==> src/sv/nnd_pkg.sv <==
// Package for the nearest-neighbor downscaler: size limits, derived widths,
// register map codes and the result item type.
// No dependencies; used by nearest_neighbor_downscaler.sv.
`timescale 1ns / 1ps
`default_nettype none

package nnd_pkg;

  // Largest source frame the block handles.
  localparam int MAX_WIDTH  = 2048;
  localparam int MAX_HEIGHT = 2048;

  // Configuration register width and APB map.
  localparam int CFG_W   = 12;
  localparam int PDATA_W = 32;
  localparam int PADDR_W = 4;
  localparam int PIX_W   = 8;

  // Clamped sizes and output counters hold values up to the maximum itself.
  localparam int SW_W = $clog2(MAX_WIDTH + 1);
  localparam int SH_W = $clog2(MAX_HEIGHT + 1);
  // Source counters only reach the maximum minus one.
  localparam int SCOL_W = (MAX_WIDTH > 1) ? $clog2(MAX_WIDTH) : 1;
  localparam int SROW_W = (MAX_HEIGHT > 1) ? $clog2(MAX_HEIGHT) : 1;
  // Running products never exceed source size times destination size.
  localparam int PW_W = $clog2(MAX_WIDTH * MAX_WIDTH + 1);
  localparam int PH_W = $clog2(MAX_HEIGHT * MAX_HEIGHT + 1);

  typedef enum logic [1:0] {
    REG_SRC_WIDTH  = 2'd0,
    REG_SRC_HEIGHT = 2'd1,
    REG_DST_WIDTH  = 2'd2,
    REG_DST_HEIGHT = 2'd3
  } reg_idx_t;

  typedef struct packed {
    logic [PIX_W-1:0] blue;
    logic [PIX_W-1:0] green;
    logic [PIX_W-1:0] red;
    logic             row_end;
    logic             frame_end;
  } pix_t;

endpackage

`default_nettype wire

==> src/sv/nearest_neighbor_downscaler.sv <==
// Channel  | Direction | Handshake           | Payload
// in_      | input     | in_valid/in_ready   | in_blue, in_green, in_red
// out_     | output    | out_valid/out_ready | out_blue/green/red, out_row_end, out_frame_end
// APB      | slave     | psel/penable/pready | paddr, pwdata, pwrite, prdata
//
// One source item is taken every cycle unless the skid entry is full; a picked pixel
// is registered into the output register, or into the skid entry while that is held.
// The pick decision is one add and compare on the running column and row products, so
// the rate is one item per clock while the skid entry is empty. A two-entry output buffer
// keeps the input flowing while one result waits. Reset is synchronous; any register
// write restarts the frame. Depends on nnd_pkg.sv.
`timescale 1ns / 1ps
`default_nettype none

module nearest_neighbor_downscaler (
  input  wire                          clk,
  input  wire                          rst_n,
  // source pixels
  input  wire                          in_valid,
  output logic                         in_ready,
  input  wire  [nnd_pkg::PIX_W-1:0]    in_blue,
  input  wire  [nnd_pkg::PIX_W-1:0]    in_green,
  input  wire  [nnd_pkg::PIX_W-1:0]    in_red,
  // picked pixels
  output logic                         out_valid,
  input  wire                          out_ready,
  output logic [nnd_pkg::PIX_W-1:0]    out_blue,
  output logic [nnd_pkg::PIX_W-1:0]    out_green,
  output logic [nnd_pkg::PIX_W-1:0]    out_red,
  output logic                         out_row_end,
  output logic                         out_frame_end,
  // configuration
  input  wire                          psel,
  input  wire                          penable,
  input  wire                          pwrite,
  input  wire  [nnd_pkg::PADDR_W-1:0]  paddr,
  input  wire  [nnd_pkg::PDATA_W-1:0]  pwdata,
  output logic [nnd_pkg::PDATA_W-1:0]  prdata,
  output logic                         pready
);

  localparam int SW_W   = nnd_pkg::SW_W;
  localparam int SH_W   = nnd_pkg::SH_W;
  localparam int SCOL_W = nnd_pkg::SCOL_W;
  localparam int SROW_W = nnd_pkg::SROW_W;
  localparam int PW_W   = nnd_pkg::PW_W;
  localparam int PH_W   = nnd_pkg::PH_W;
  localparam int CFG_W  = nnd_pkg::CFG_W;

  // Configuration registers, stored as written.
  logic [CFG_W-1:0] src_width_r, src_height_r, dst_width_r, dst_height_r;

  // Frame position state.
  logic [SCOL_W-1:0] src_col_r, src_col_nxt;
  logic [SROW_W-1:0] src_row_r, src_row_nxt;
  logic [SW_W-1:0]   out_col_r, out_col_nxt;
  logic [SH_W-1:0]   out_row_r, out_row_nxt;
  logic [PW_W-1:0]   ctp_r, ctp_nxt, csp_r, csp_nxt;
  logic [PH_W-1:0]   rtp_r, rtp_nxt, rsp_r, rsp_nxt;

  // Output buffer: main register plus one skid entry.
  nnd_pkg::pix_t out_r, skid_r, pix_nxt;
  logic          out_valid_r, skid_valid_r;

  logic [SW_W-1:0] sw, dw;
  logic [SH_W-1:0] sh, dh;
  logic            cfg_wr, in_acc, out_pop, push;
  logic            col_hit, row_hit, col_last, row_last;
  nnd_pkg::reg_idx_t reg_idx;

  assign reg_idx = nnd_pkg::reg_idx_t'(paddr[nnd_pkg::PADDR_W-1:2]);
  assign pready  = 1'b1;
  assign cfg_wr  = psel && penable && pwrite && pready;

  always_comb begin
    case (reg_idx)
      nnd_pkg::REG_SRC_WIDTH:  prdata = nnd_pkg::PDATA_W'(src_width_r);
      nnd_pkg::REG_SRC_HEIGHT: prdata = nnd_pkg::PDATA_W'(src_height_r);
      nnd_pkg::REG_DST_WIDTH:  prdata = nnd_pkg::PDATA_W'(dst_width_r);
      nnd_pkg::REG_DST_HEIGHT: prdata = nnd_pkg::PDATA_W'(dst_height_r);
      default:                 prdata = '0;
    endcase
  end

  // Effective sizes: zero acts as one, the source is limited to the maximum,
  // and the destination never exceeds the source.
  always_comb begin
    if (src_width_r == '0) begin
      sw = SW_W'(1);
    end else if (32'(src_width_r) > 32'(nnd_pkg::MAX_WIDTH)) begin
      sw = SW_W'(nnd_pkg::MAX_WIDTH);
    end else begin
      sw = SW_W'(src_width_r);
    end
    if (src_height_r == '0) begin
      sh = SH_W'(1);
    end else if (32'(src_height_r) > 32'(nnd_pkg::MAX_HEIGHT)) begin
      sh = SH_W'(nnd_pkg::MAX_HEIGHT);
    end else begin
      sh = SH_W'(src_height_r);
    end
    if (dst_width_r == '0) begin
      dw = SW_W'(1);
    end else if (32'(dst_width_r) > 32'(sw)) begin
      dw = sw;
    end else begin
      dw = SW_W'(dst_width_r);
    end
    if (dst_height_r == '0) begin
      dh = SH_W'(1);
    end else if (32'(dst_height_r) > 32'(sh)) begin
      dh = sh;
    end else begin
      dh = SH_W'(dst_height_r);
    end
  end

  assign in_ready = !skid_valid_r;
  assign in_acc   = in_valid && in_ready;
  assign out_pop  = out_valid_r && out_ready;

  // A column is picked while its scaled target still lies below the end of
  // the current source column; the row test works the same way.
  assign col_hit  = (out_col_r < dw) && (ctp_r < csp_r + PW_W'(dw));
  assign row_hit  = (out_row_r < dh) && (rtp_r < rsp_r + PH_W'(dh));
  assign col_last = 32'(src_col_r) >= 32'(sw) - 32'd1;
  assign row_last = 32'(src_row_r) >= 32'(sh) - 32'd1;
  assign push     = in_acc && col_hit && row_hit;

  always_comb begin
    pix_nxt.blue      = in_blue;
    pix_nxt.green     = in_green;
    pix_nxt.red       = in_red;
    pix_nxt.row_end   = (out_col_r == dw - SW_W'(1));
    pix_nxt.frame_end = pix_nxt.row_end && (out_row_r == dh - SH_W'(1));
  end

  always_comb begin
    src_col_nxt = src_col_r;
    src_row_nxt = src_row_r;
    out_col_nxt = out_col_r;
    out_row_nxt = out_row_r;
    ctp_nxt     = ctp_r;
    csp_nxt     = csp_r;
    rtp_nxt     = rtp_r;
    rsp_nxt     = rsp_r;
    if (cfg_wr) begin
      src_col_nxt = '0;
      src_row_nxt = '0;
      out_col_nxt = '0;
      out_row_nxt = '0;
      ctp_nxt     = '0;
      csp_nxt     = '0;
      rtp_nxt     = '0;
      rsp_nxt     = '0;
    end else if (in_acc) begin
      if (col_hit) begin
        out_col_nxt = out_col_r + SW_W'(1);
        ctp_nxt     = ctp_r + PW_W'(sw);
      end
      if (col_last) begin
        src_col_nxt = '0;
        csp_nxt     = '0;
        out_col_nxt = '0;
        ctp_nxt     = '0;
        if (row_hit) begin
          out_row_nxt = out_row_r + SH_W'(1);
          rtp_nxt     = rtp_r + PH_W'(sh);
        end
        if (row_last) begin
          src_row_nxt = '0;
          rsp_nxt     = '0;
          out_row_nxt = '0;
          rtp_nxt     = '0;
        end else begin
          src_row_nxt = src_row_r + SROW_W'(1);
          rsp_nxt     = rsp_r + PH_W'(dh);
        end
      end else begin
        src_col_nxt = src_col_r + SCOL_W'(1);
        csp_nxt     = csp_r + PW_W'(dw);
      end
    end
  end

  always_ff @(posedge clk) begin
    if (!rst_n) begin
      src_width_r  <= CFG_W'(64);
      src_height_r <= CFG_W'(32);
      dst_width_r  <= CFG_W'(64);
      dst_height_r <= CFG_W'(32);
      src_col_r    <= '0;
      src_row_r    <= '0;
      out_col_r    <= '0;
      out_row_r    <= '0;
      ctp_r        <= '0;
      csp_r        <= '0;
      rtp_r        <= '0;
      rsp_r        <= '0;
      out_valid_r  <= 1'b0;
      skid_valid_r <= 1'b0;
    end else begin
      if (cfg_wr) begin
        case (reg_idx)
          nnd_pkg::REG_SRC_WIDTH:  src_width_r  <= pwdata[CFG_W-1:0];
          nnd_pkg::REG_SRC_HEIGHT: src_height_r <= pwdata[CFG_W-1:0];
          nnd_pkg::REG_DST_WIDTH:  dst_width_r  <= pwdata[CFG_W-1:0];
          nnd_pkg::REG_DST_HEIGHT: dst_height_r <= pwdata[CFG_W-1:0];
          default: ;
        endcase
      end
      src_col_r <= src_col_nxt;
      src_row_r <= src_row_nxt;
      out_col_r <= out_col_nxt;
      out_row_r <= out_row_nxt;
      ctp_r     <= ctp_nxt;
      csp_r     <= csp_nxt;
      rtp_r     <= rtp_nxt;
      rsp_r     <= rsp_nxt;

      // While the skid entry is full no item is accepted, so only a pop moves it.
      if (skid_valid_r) begin
        if (out_pop) begin
          out_r        <= skid_r;
          skid_valid_r <= 1'b0;
        end
      end else if (push) begin
        if (!out_valid_r || out_pop) begin
          out_r       <= pix_nxt;
          out_valid_r <= 1'b1;
        end else begin
          skid_r       <= pix_nxt;
          skid_valid_r <= 1'b1;
        end
      end else if (out_pop) begin
        out_valid_r <= 1'b0;
      end
    end
  end

  assign out_valid     = out_valid_r;
  assign out_blue      = out_r.blue;
  assign out_green     = out_r.green;
  assign out_red       = out_r.red;
  assign out_row_end   = out_r.row_end;
  assign out_frame_end = out_r.frame_end;

  // The skid entry only fills behind a waiting result.
  a_skid_behind_out: assert property (@(posedge clk) disable iff (!rst_n)
    skid_valid_r |-> out_valid_r)
    else $error("skid entry holds an item while the output register is empty");

  // The output column counter never runs past the destination width.
  a_out_col_bound: assert property (@(posedge clk) disable iff (!rst_n)
    out_col_r <= dw)
    else $error("output column counter beyond destination width");

  // A register write puts the frame back at its first pixel.
  a_cfg_restart: assert property (@(posedge clk) disable iff (!rst_n)
    cfg_wr |=> (src_col_r == '0 && src_row_r == '0 && out_row_r == '0))
    else $error("frame not restarted after a register write");

  // The last pixel of the frame is also the last of its row.
  a_frame_end_row_end: assert property (@(posedge clk) disable iff (!rst_n)
    (out_valid_r && out_r.frame_end) |-> out_r.row_end)
    else $error("frame end flagged without row end");

endmodule

`default_nettype wire
==> config.mk <==
export PLATFORM = sky130hd
export DESIGN_NAME = nearest_neighbor_downscaler
export DESIGN_NICKNAME = d
export VERILOG_FILES = /design/src/sv/nnd_pkg.sv /design/src/sv/nearest_neighbor_downscaler.sv
export SDC_FILE = /design/constraint.sdc
export NUM_CORES = 1
export LEC_CHECK = 0
export BUFFER_PORTS_ARGS = -buffer_cell sky130_fd_sc_hd__buf_2
export CORE_MARGIN = 3
export CORE_UTILIZATION = 55
export CTS_CLUSTER_DIAMETER = 40
export DETAILED_ROUTE_END_ITERATION = 8
export PLACE_DENSITY = 0.74
export SLEW_MARGIN = 40
export SYNTH_ARGS = -nofsm -noshare
export SYNTH_HDL_FRONTEND = slang
export SYNTH_SLANG_ARGS = --single-unit
==> constraint.sdc <==
create_clock -name clk -period 18.3 [get_ports clk]
set_clock_uncertainty 0.1 [all_clocks]
set_input_delay 3.66 -clock clk [delete_from_list [all_inputs] [get_ports clk]]
set_output_delay 3.66 -clock clk [all_outputs]
set_load 0.01 [all_outputs]
Word level (Yosys, flattened, before mapping)
Index checks and enable logic that the tools add are counted.
{"block": "word_totals", "register_bits": 240, "out_inout_bits": 61, "elab_cells": 121}
{"block": "classes", "add_sub_neg": 12, "n_lt_le_gt_ge": 10, "n_eq_ne": 7, "muxes": 32, "bitwise": 3, "reduce_logical": 33}
{"operator": "two-way mux 12 bit", "n": 12}
{"operator": "two-way mux 23 bit", "n": 6}
{"operator": "case mux 32 bit (4 select lines)", "n": 1}
{"operator": "two-way mux 26 bit", "n": 4}
{"operator": "adder 23 x 12 -> 23 bit", "n": 4}
{"operator": "greater-or-equal comparator 11 x 32 -> 1 bit", "n": 2}
{"operator": "logical NOT 12 bit", "n": 4}
{"operator": "< comparator 23 bit", "n": 2}
{"operator": "subtractor 12 x 1 -> 13 bit (second input constant)", "n": 2}
{"operator": "adder 12 x 1 -> 12 bit (second input constant)", "n": 2}
{"operator": "== test 12 bit", "n": 2}
{"operator": "> comparator 12 bit", "n": 2}
{"operator": "> comparator 12 bit (second input constant)", "n": 2}
{"operator": "< comparator 12 bit", "n": 2}
{"operator": "subtractor 12 x 1 -> 12 bit (second input constant)", "n": 2}
{"operator": "adder 11 x 1 -> 11 bit (second input constant)", "n": 2}
{"operator": "two-way mux 11 bit", "n": 2}
{"operator": "AND reduction 2 bit", "n": 6}
{"operator": "nonzero test 2 bit", "n": 5}
{"operator": "logical AND 1 bit", "n": 9}
{"operator": "AND reduction 4 bit", "n": 2}
{"operator": "two-way mux 1 bit", "n": 7}
{"operator": "AND reduction 3 bit", "n": 2}
{"operator": "== test 2 bit (second input constant)", "n": 2}
{"operator": "other kinds (7)", "n": 11}

Logic depth before layout (Yosys ltp)
Gate-level depths: netlist (run 1).
{"block": "depth", "word_depth": 13, "depth_mapped": 38}

Worst setup path before layout (run 1)
No wires, ideal clock.
{"block": "synth_timing", "path_kind": "input -> output", "from": "input port paddr[2] (netlist name)", "to": "output port prdata[0] (netlist name)", "t_arrival_ns": 5.079, "path_slack_ns": 9.461, "path_stages": 3, "cell_sequence": "clkbuf_1 > buf_1 > mux4_2"}
{"block": "synth_via", "elab_chain_cells": 2, "word_cells_on_any_way": 5, "cone_classes": "eq/ne (3); mux (1); reduce/logical (1)"}
{"item": "from (decl)", "line": "nearest_neighbor_downscaler.sv:36", "text": "input wire [nnd_pkg::PADDR_W-1:0] paddr,"}
{"item": "== test 2 bit (tied with other cells)", "line": "nearest_neighbor_downscaler.sv:76", "text": "case (reg_idx)"}
{"item": "case mux 32 bit (4 select lines) *", "line": "nearest_neighbor_downscaler.sv:76"}
{"item": "to (decl)", "line": "nearest_neighbor_downscaler.sv:38", "text": "output logic [nnd_pkg::PDATA_W-1:0] prdata,"}
Every way passes the cells marked *; elsewhere a longest branch is shown, timed or not. The select of a mux whose other input is x is not followed.

Worst setup path in the final report (run 1)
{"block": "layout_timing", "from": "register src_width_r[11]", "to": "register skid_r[16] (netlist name), enable pin"}
{"block": "layout_via", "elab_chain_cells": 12, "word_cells_on_any_way": 14, "cone_classes": "add/sub (1); order compare (4); mux (4); reduce/logical (5)"}
{"item": "from (decl)", "line": "nearest_neighbor_downscaler.sv:51", "text": "logic [CFG_W-1:0] src_width_r, src_height_r, dst_width_r, dst_height_r;"}
{"item": "from (signal assigned)", "line": "nearest_neighbor_downscaler.sv:205", "text": "nnd_pkg::REG_SRC_WIDTH: src_width_r <= pwdata[CFG_W-1:0];"}
{"item": "> comparator 12 bit", "line": "nearest_neighbor_downscaler.sv:90", "text": "end else if (32'(src_width_r) > 32'(nnd_pkg::MAX_WIDTH)) begin"}
{"item": "two-way mux 12 bit", "line": "nearest_neighbor_downscaler.sv:90"}
{"item": "two-way mux 12 bit *", "line": "nearest_neighbor_downscaler.sv:88", "text": "if (src_width_r == '0) begin"}
{"item": "> comparator 12 bit", "line": "nearest_neighbor_downscaler.sv:104", "text": "end else if (32'(dst_width_r) > 32'(sw)) begin"}
{"item": "two-way mux 12 bit *", "line": "nearest_neighbor_downscaler.sv:104"}
{"item": "two-way mux 12 bit *", "line": "nearest_neighbor_downscaler.sv:102", "text": "if (dst_width_r == '0) begin"}
{"item": "adder 23 x 12 -> 23 bit", "line": "nearest_neighbor_downscaler.sv:124", "text": "assign col_hit = (out_col_r < dw) && (ctp_r < csp_r + PW_W'(dw));"}
{"item": "< comparator 23 bit", "line": "nearest_neighbor_downscaler.sv:124"}
{"item": "logical AND 1 bit *", "line": "nearest_neighbor_downscaler.sv:124"}
{"item": "logical AND 1 bit * (2 in a row)", "line": "nearest_neighbor_downscaler.sv:128", "text": "assign push = in_acc && col_hit && row_hit;"}
{"item": "AND reduction 4 bit (no line) *"}
{"item": "to (signal assigned)", "line": "nearest_neighbor_downscaler.sv:232", "text": "skid_r <= pix_nxt;"}
{"item": "to (decl)", "line": "nearest_neighbor_downscaler.sv:62", "text": "nnd_pkg::pix_t out_r, skid_r, pix_nxt;"}
Every way passes the cells marked *; elsewhere a longest branch is shown, timed or not.
A chain may end at the register's enable or synchronous reset.

==> results.rst, run 1 <==
.. list-table::
   :header-rows: 1

   * - Metric
     - Value
   * - Final min period
     - 8.82 ns
   * - Period utilization
     - 48.2%
   * - Number of global-route vias before repair
     - 14700
   * - Nets
     - 2237
   * - Quantity of hold-fixing buffers added after cts
     - 0
   * - Weighted congestion reported at the end of routability-driven placement
     - 0.897
   * - Number of buffers added for setup after CTS
     - 0
   * - Max incr delay on CP
     - 0.75 ns
   * - H-Tree Depth
     - 2
   * - Total count of hold-check failures in the final report
     - 0
   * - Count of cells along the worst register-to-register path
     - 31
   * - Measured slew at the worst slew-check pin
     - 0.841 ns
   * - Crit path DAT
     - 8.94 ns
   * - Quantity of I/O buffers inserted on ports
     - 84
   * - Slew Limit Fails
     - 0
   * - Number of distinct library cells after synthesis
     - 92
   * - Share of Yosys cell area claimed by the top area cell type
     - 22.3%
   * - Fin cells
     - 2417
   * - DRC violations left
     - 0
   * - Vertical die dimension
     - 181 um
   * - Cell with the most instances after synthesis
     - dfxtp_1
   * - Biggest fanout along the worst timing path
     - 18
   * - Sinks on Clock Net
     - 240
   * - Count of warnings emitted by yosys
     - 0
   * - Inserted Clock Buffers
     - 40
   * - Type of the worst min-delay path
     - reg -> reg
   * - Number of vias in the routed layout
     - 14900
   * - Fraction of final layout cells sized beyond drive strength 1
     - 13.0%
   * - Worst Setup Path Type
     - reg -> reg
   * - TritonCTS clock tree
     - yes
   * - Syn Std Cell Area
     - 0.0169 mm^2
   * - Top cells by area, synth
     - dfxtp_1 (22%), ha_1 (13%), edfxtp_1 (9.3%)
   * - Die Outline Area
     - 0.0328 mm^2
   * - Number of antenna violations at the first check in global routing
     - 0
   * - Worst reg2reg startpoint
     - src_width_r[11]$_SDFFE_PN0P_
   * - Global route overflow
     - 0
   * - Global-route wire length before repair
     - 73.4 mm
   * - Setup-violating endpoint count in the final report
     - 0
   * - Unrepaired setup endpoints after global routing
     - false
   * - Portion of the post-synthesis area used by sequential elements
     - 31.6%
   * - IO Pins
     - 128
   * - Hpwl dp
     - 32.2 mm
   * - ANT cells
     - 0
   * - Worst setup SP type
     - flop
   * - Via count normalized by instance count
     - 6.15
   * - Proportion of register bits with asynchronous set or reset after synthesis
     - 0%
   * - Slew HR
     - 44.0%
   * - Highest Clock Rate
     - 113 MHz
   * - First-pass iteration count of the detailed router
     - 6
   * - Max Cap Viol
     - 0
   * - Most used flip-flop cell after synthesis
     - dfxtp_1
   * - Mean area per synthesized cell
     - 8.72 um^2
   * - Setup slack of the worst register-to-register path
     - 9.48 ns
   * - GR Util All Layers
     - 26.5%
   * - Count of flip-flops with a built-in enable after synthesis
     - 52
   * - Standby leakage power
     - 8.00 nW
   * - Leading post-synthesis cells by instance count
     - dfxtp_1 (188), nand2_1 (175), ha_1 (170), a21oi_1 (125), nor2_1 (112)
   * - Detail Route Antenna Nets
     - 0
   * - Required time of the critical path
     - 18.42 ns
   * - Starting Density
     - 56.3%
   * - Drt first-iter violations
     - 941
   * - Biggest area consumer among synthesized cells
     - dfxtp_1
   * - Setup crit end
     - skid_r[16]$_DFFE_PP_
   * - Outcome
     - completed
   * - Standard-cell rows
     - 63
   * - WL per Instance
     - 18.5 um
   * - Summed negative setup slack over all endpoints
     - 0 ns
   * - Post-cts sizing count
     - 0
   * - Endpoint of the worst register-to-register path
     - skid_r[16]$_DFFE_PP_
   * - Largest buffer count on any clock path
     - 3
   * - Worst path slowest cell
     - dfxtp_1
   * - DRT Wirelength
     - 44.6 mm
   * - Power density normalized to cell area
     - 86.1 mW/mm^2
   * - Post-CTS clock slew at the launch and capture registers of the worst setup and hold paths
     - 0.05 ns
   * - Flip-flop and latch count after synthesis
     - 240
   * - Cell at the root of the clock tree
     - clkbuf_16
   * - Dpl cells
     - 2343
   * - Worst setup EP type
     - flop
   * - Peak VDD IR
     - 78.0 uV
   * - Area delta synth->final
     - 12.7%
   * - Core area
     - 0.0300 mm^2
   * - Die W
     - 181 um
   * - Clock latency reported for the late side of the worst-skew pair
     - 0.53 ns
   * - Worst Setup SP
     - src_width_r[11]$_SDFFE_PN0P_
   * - Post-synthesis cell count
     - 1933
   * - Maximum number of pins on one net before global-route repair
     - 65
## layout by cell type, fill, tap and decap left out, types with 20 or more instances in the layout
| master | netlist | final |
|---|---|---|
| o21bai_1 | 20 | 20 |
| mux2i_1 | 47 | 47 |
| nand4_1 | 65 | 65 |
| nor2b_1 | 43 | 42 |
| or3_1 | 21 | 21 |
| nand2_1 | 175 | 174 |
| a21o_1 | 50 | 50 |
| conb_1 | 2 | 21 |
| and3_1 | 23 | 23 |
| xor2_1 | 35 | 35 |
| edfxtp_1 | 52 | 52 |
| nand2b_1 | 30 | 30 |
| o21ai_0 | 72 | 72 |
| nor3_1 | 43 | 40 |
| clkbuf_16 | 0 | 41 |
| o31ai_1 | 21 | 20 |
| inv_1 | 88 | 88 |
| a21oi_1 | 125 | 123 |
| dfxtp_1 | 188 | 188 |
| buf_4 | 22 | 22 |
| buf_2 | 1 | 84 |
| ha_1 | 170 | 170 |
| nor4_1 | 25 | 24 |
| nor2_1 | 112 | 111 |
| a21boi_0 | 25 | 25 |
| mux2_2 | 25 | 25 |
| xnor2_1 | 79 | 79 |
| nand3_1 | 65 | 64 |
## how the worst min path moves through the flow
stage | start | end | slack (ns) | cells after the start
after floorplan | rsp_r[10]$_SDFFE_PP0P_ | rsp_r[10]$_SDFFE_PP0P_ | 0.33 | 2
after global placement | rsp_r[5]$_SDFFE_PP0P_ | rsp_r[5]$_SDFFE_PP0P_ | 0.34 | 2
after detailed placement | rsp_r[10]$_SDFFE_PP0P_ | rsp_r[10]$_SDFFE_PP0P_ | 0.35 | 2
after CTS | rsp_r[10]$_SDFFE_PP0P_ | rsp_r[10]$_SDFFE_PP0P_ | 0.37 | 2
after global routing | csp_r[9]$_SDFFE_PP0P_ | csp_r[9]$_SDFFE_PP0P_ | 0.39 | 2
final | rsp_r[5]$_SDFFE_PP0P_ | rsp_r[5]$_SDFFE_PP0P_ | 0.37 | 2
## report_power, final
part | switching (W) | internal (W)
registers | 0.0000117 | 0.000564
clock network | 0.000282 | 0.000510
logic | 0.000176 | 0.0000927
total | 0.000470 | 0.00117
## area by class of cell
type                       instances  area, um^2
clock buffer                      47        1070
clock inverter                    26         345
fill                            2507       10900
inverter                          91         342
multi-input combinational       1516       10800
sequential                       240        5330
tap                              390         488
timing repair buffer             107         593
## flip-flops by register name, indices dropped and copies added, names as in the netlist, 8 cells and up
register and flops:
rsp_r 23, ctp_r 23, out_green 8, out_red 8
dst_height_r 12, rtp_r 23, out_row_r 12, out_col_r 12
src_row_r 11, src_height_r 12, src_width_r 12, dst_width_r 12
csp_r 23, src_col_r 11, skid_r 26, out_blue 8
## metal layers
layer / part of all wire [%] / track usage, %
met5: 0 / 0
met4: 3.7 / 9.81
met3: 6.5 / 3.70
met2: 45 / 44.1
met1: 44 / 35.1
## logic make-up after synthesis
group / Yosys count / share of synthesized area [%]
flip-flops: 240 / 31.6
adder cells (fa/ha/maj): 174 / 13.1
multiplexers: 84 / 6.06
AO/OA/AOI/OAI: 460 / 18.2
buffers and inverters: 196 / 4.90
AND/OR/NAND/NOR: 663 / 20.2
XOR/XNOR: 114 / 5.92
other: 2 / 0.0445
## critical path: cells and delay by family (launching register included)
family | cells | cell delay (ns)
AO/OA/AOI/OAI | 15 | 3.31
adder cells (fa/ha/maj) | 3 | 0.95
AND/OR/NAND/NOR | 7 | 2.11
buffers and inverters | 5 | 1.08
XOR/XNOR | 1 | 0.22
flip-flops | 1 | 0.75
## through the flow
step / hold WS [ns] / total power [W] / instance area, um^2 / setup slack (ns) / util, %
after floorplan: 0.332 / 0.000770 / 16900 / 9.46 / -
after global placement: 0.342 / 0.000843 / 17600 / 9.67 / 58.6
after detailed placement: 0.353 / 0.000850 / 17600 / 9.58 / 58.7
after CTS: 0.365 / 0.00164 / 19000 / 9.56 / 63.4
after global routing: 0.393 / 0.00170 / 19000 / 8.81 / 63.5
final: 0.366 / 0.00164 / 19000 / 9.48 / 63.5
Note: power is estimated with default switching activity, not from simulation.
==> run 2, diff against run 1 <==
- ABC_AREA: unset -> 1
- PLACE_DENSITY: 0.74 -> 0.77
- clock period: 18.3 -> 8 ns (I/O delays scaled with it)
==> run 2 against run 1 <==
Against the previous run:
- setup slack got worse by 8.9 ns
- register-to-register slack got worse by 8.9 ns
- non-clock buffer count fell by 11
- critical path depth rose by 9
- synthesized area rose by 4.3%
- maximum frequency rose by 19%
- core utilization fell by 0.30 points
- cell area rose by 3.2%
- combinational power rose to 4.1 times the previous value
- power rose to 2.5 times the previous value
- sequential power rose by 130%
- highest routed layer unchanged
==> results.rst, run 2 <==
.. list-table::
   :header-rows: 1

   * - Metric
     - Value
   * - Proportion of register bits with asynchronous set or reset after synthesis
     - 0%
   * - Worst Setup Path Type
     - reg -> reg
   * - Nets
     - 2822
   * - Total count of hold-check failures in the final report
     - 0
   * - Type of the worst min-delay path
     - reg -> reg
   * - Detail Route Antenna Nets
     - 0
   * - Number of antenna violations at the first check in global routing
     - 0
   * - WL per Instance
     - 16.0 um
   * - H-Tree Depth
     - 2
   * - Die W
     - 185 um
   * - DRC violations left
     - 0
   * - Maximum number of pins on one net before global-route repair
     - 76
   * - Global-route wire length before repair
     - 78.8 mm
   * - Clock power share
     - 41.7%
   * - Outcome
     - completed
   * - Number of global-route vias before repair
     - 16300
   * - Int Power
     - 0.00271 W
   * - Standard-cell rows
     - 64
   * - Post-CTS clock slew at the launch and capture registers of the worst setup and hold paths
     - 0.06 ns
   * - Leading post-synthesis cells by instance count
     - nand2_1 (637), inv_1 (268), a21oi_1 (232), nor2_1 (219), dfxtp_1 (188)
   * - Worst path slowest cell
     - a2111oi_1
   * - Required time of the critical path
     - 8.11 ns
   * - Commonest cells after routing, fill and taps aside
     - nand2_1 (636), inv_1 (268), a21oi_1 (232)
   * - Cell at the root of the clock tree
     - clkbuf_16
   * - Largest buffer count on any clock path
     - 3
   * - Number of cells on the worst hold path
     - 2
   * - # fillers
     - 2781
   * - Vertical die dimension
     - 185 um
   * - Sinks on Clock Net
     - 240
   * - Post-synthesis cell count
     - 2506
   * - GR Util All Layers
     - 27.9%
   * - Flip-flop and latch count after synthesis
     - 240
   * - Via count normalized by instance count
     - 5.65
   * - Most used flip-flop cell after synthesis
     - dfxtp_1
   * - Clock latency reported for the late side of the worst-skew pair
     - 0.54 ns
   * - Cell with the most instances after synthesis
     - nand2_1
   * - Fraction of final layout cells sized beyond drive strength 1
     - 9.64%
   * - Unrepaired setup endpoints after global routing
     - false
   * - Max incr delay on CP
     - 0.41 ns
   * - Mean area per synthesized cell
     - 7.02 um^2
   * - Count of cells along the worst register-to-register path
     - 40
   * - Power density normalized to cell area
     - 212 mW/mm^2
   * - Peak VDD IR
     - 174 uV
   * - Final min period
     - 7.43 ns
   * - Inserted Clock Buffers
     - 41
   * - Cell repeated most along the worst path
     - nand2_1
   * - Quantity of I/O buffers inserted on ports
     - 84
   * - Syn Std Cell Area
     - 0.0176 mm^2
   * - Max Cap Viol
     - 0
   * - Sw Ratio
     - 34.8%
   * - Standby leakage power
     - 9.04 nW
   * - Worst setup SP type
     - flop
   * - Top cells by area, synth
     - dfxtp_1 (21%), nand2_1 (14%), ha_1 (12%)
   * - Highest Clock Rate
     - 135 MHz
   * - Biggest fanout along the worst timing path
     - 26
   * - Starting Density
     - 56.6%
   * - Slew HR
     - 45.6%
   * - Global route overflow
     - 0
   * - Drt first-iter violations
     - 1325
   * - Crit path DAT
     - 7.54 ns
   * - Number of vias in the routed layout
     - 17000
   * - Hpwl dp
     - 35.5 mm
   * - Post-Route Hold Slack
     - 0.367 ns
   * - First-pass iteration count of the detailed router
     - 6
   * - Number of distinct library cells after synthesis
     - 60
   * - Count of warnings emitted by yosys
     - 0
   * - Number of flip-flops under the largest register name
     - 26
   * - Measured slew at the worst slew-check pin
     - 0.813 ns
   * - Share of Yosys cell area claimed by the top area cell type
     - 21.4%
   * - Die Outline Area
     - 0.0342 mm^2
   * - Period utilization
     - 92.9%
   * - Portion of total power attributed to sequential cells
     - 31.6%
   * - Slew Limit Fails
     - 0
   * - Leading cell type in the layout, fill and taps excluded
     - nand2_1
   * - ANT cells
     - 0
   * - Share of power burned in combinational logic
     - 26.7%
   * - Sw Pwr
     - 0.00145 W
   * - TritonCTS clock tree
     - yes
   * - Buf/Inv on CP
     - 4
   * - Weighted congestion reported at the end of routability-driven placement
     - 0.941
   * - Core area
     - 0.0311 mm^2
   * - Summed negative setup slack over all endpoints
     - 0 ns
   * - Worst setup EP type
     - flop
   * - Setup-violating endpoint count in the final report
     - 0
   * - Largest register by flop count
     - skid_r
   * - Quantity of hold-fixing buffers added after cts
     - 0
   * - DRT Wirelength
     - 48.1 mm
   * - IO Pins
     - 128
   * - Area delta synth->final
     - 11.6%
   * - Count of flip-flops with a built-in enable after synthesis
     - 52
   * - Portion of the post-synthesis area used by sequential elements
     - 30.3%
   * - Biggest area consumer among synthesized cells
     - dfxtp_1
   * - Dominant delay contributor by cell family on the critical path
     - simple AND/OR/NAND/NOR gates
   * - Crit. path cell count
     - 40
## run 2: cell count changes in the layout (fill, tap and decap cells not counted), moves of 29 or more
cell      delta
nor2_1     +106
inv_1      +180
o21ai_0     +56
a21oi_1    +109
nor2b_1     -42
a21o_1      -41
nand3_1     +85
mux2i_1     -47
nand4_1     -29
nand2_1    +462
xor2_1      +46
nand2b_1    -30
xnor2_1     -51
## run 2: tightest hold or removal path: cells and delay by family, from the launching register on
family | cells | cell delay (ns)
compound gates | 1 | 0.05
flops | 1 | 0.31
simple gates | 1 | 0.06
## run 2: area by class of cell
cell class | instances | area, um^2 | share of cell area [%]
clock buffer | 45 | 1080 | 5.52
clock inverter | 30 | 278 | 1.42
inverter | 282 | 1070 | 5.45
multi-input combinational | 1920 | 10800 | 55.1
sequential | 240 | 5330 | 27.1
tap | 396 | 495 | 2.52
timing repair buffer | 96 | 551 | 2.81
## run 2: final timing paths
check / startpoint / to / slack [ns]
worst max-delay path: src_height_r[10]$_SDFFE_PN0P_ / out_blue[4]$_DFFE_PP_ / 0.57
worst min-delay path: csp_r[9]$_SDFFE_PP0P_ / csp_r[9]$_SDFFE_PP0P_ / 0.37
worst max register to register: src_height_r[10]$_SDFFE_PN0P_ / out_blue[4]$_DFFE_PP_ / 0.57
worst min register to register: csp_r[9]$_SDFFE_PP0P_ / csp_r[9]$_SDFFE_PP0P_ / 0.37
## run 2: power groups by stage
stage	combinational, W	sequential [W]	clock (W)
after floorplan	0.000809	0.00134	0
after detailed placement	0.00108	0.00134	0
after global placement	0.00104	0.00134	0
after global routing	0.00125	0.00132	0.00182
final	0.00111	0.00132	0.00173
after CTS	0.00109	0.00132	0.00176
## run 2: repair_timing
item / 4_1_cts / 5_1_grt
gates resized for setup: 0 / 5
endpoints found under the setup margin: 0 / 87
buffers inserted: 0 / 0
hold endpoints to repair: 0 / 0
## run 2: cells by family after synthesis
kind of cell	share of synthesized area, %
and+or+nand+nor	28.8
adders and majority gates	12.5
other	0.0427
DFF	30.3
xor gates and xnor gates	5.56
buffers and inverters	8.70
AOI/OAI and AO/OA	14.1
## run 2: metal layers
layer,up-vias,GRT usage (%),part of all wire (%)
met5,-,0,0
met4,0,9.72,3.2
met3,123,4.30,7.9
met2,670,44.2,43
met1,7753,38.8,46
li1,8458,-,-
## run 2: stage by stage
stage / cell area [um^2] / power (W) / setup WS, ns / std cells / utilization, %
floorplan: 17700 / 0.00215 / 0.393 / 2525 / -
global placement: 18200 / 0.00238 / 0.554 / 2933 / 58.7
detailed placement: 18200 / 0.00242 / 0.365 / 2933 / 58.7
CTS: 19600 / 0.00416 / 0.326 / 3008 / 63.0
global route: 19600 / 0.00439 / 0.00724 / 3009 / 63.2
finish: 19600 / 0.00416 / 0.569 / 3009 / 63.2
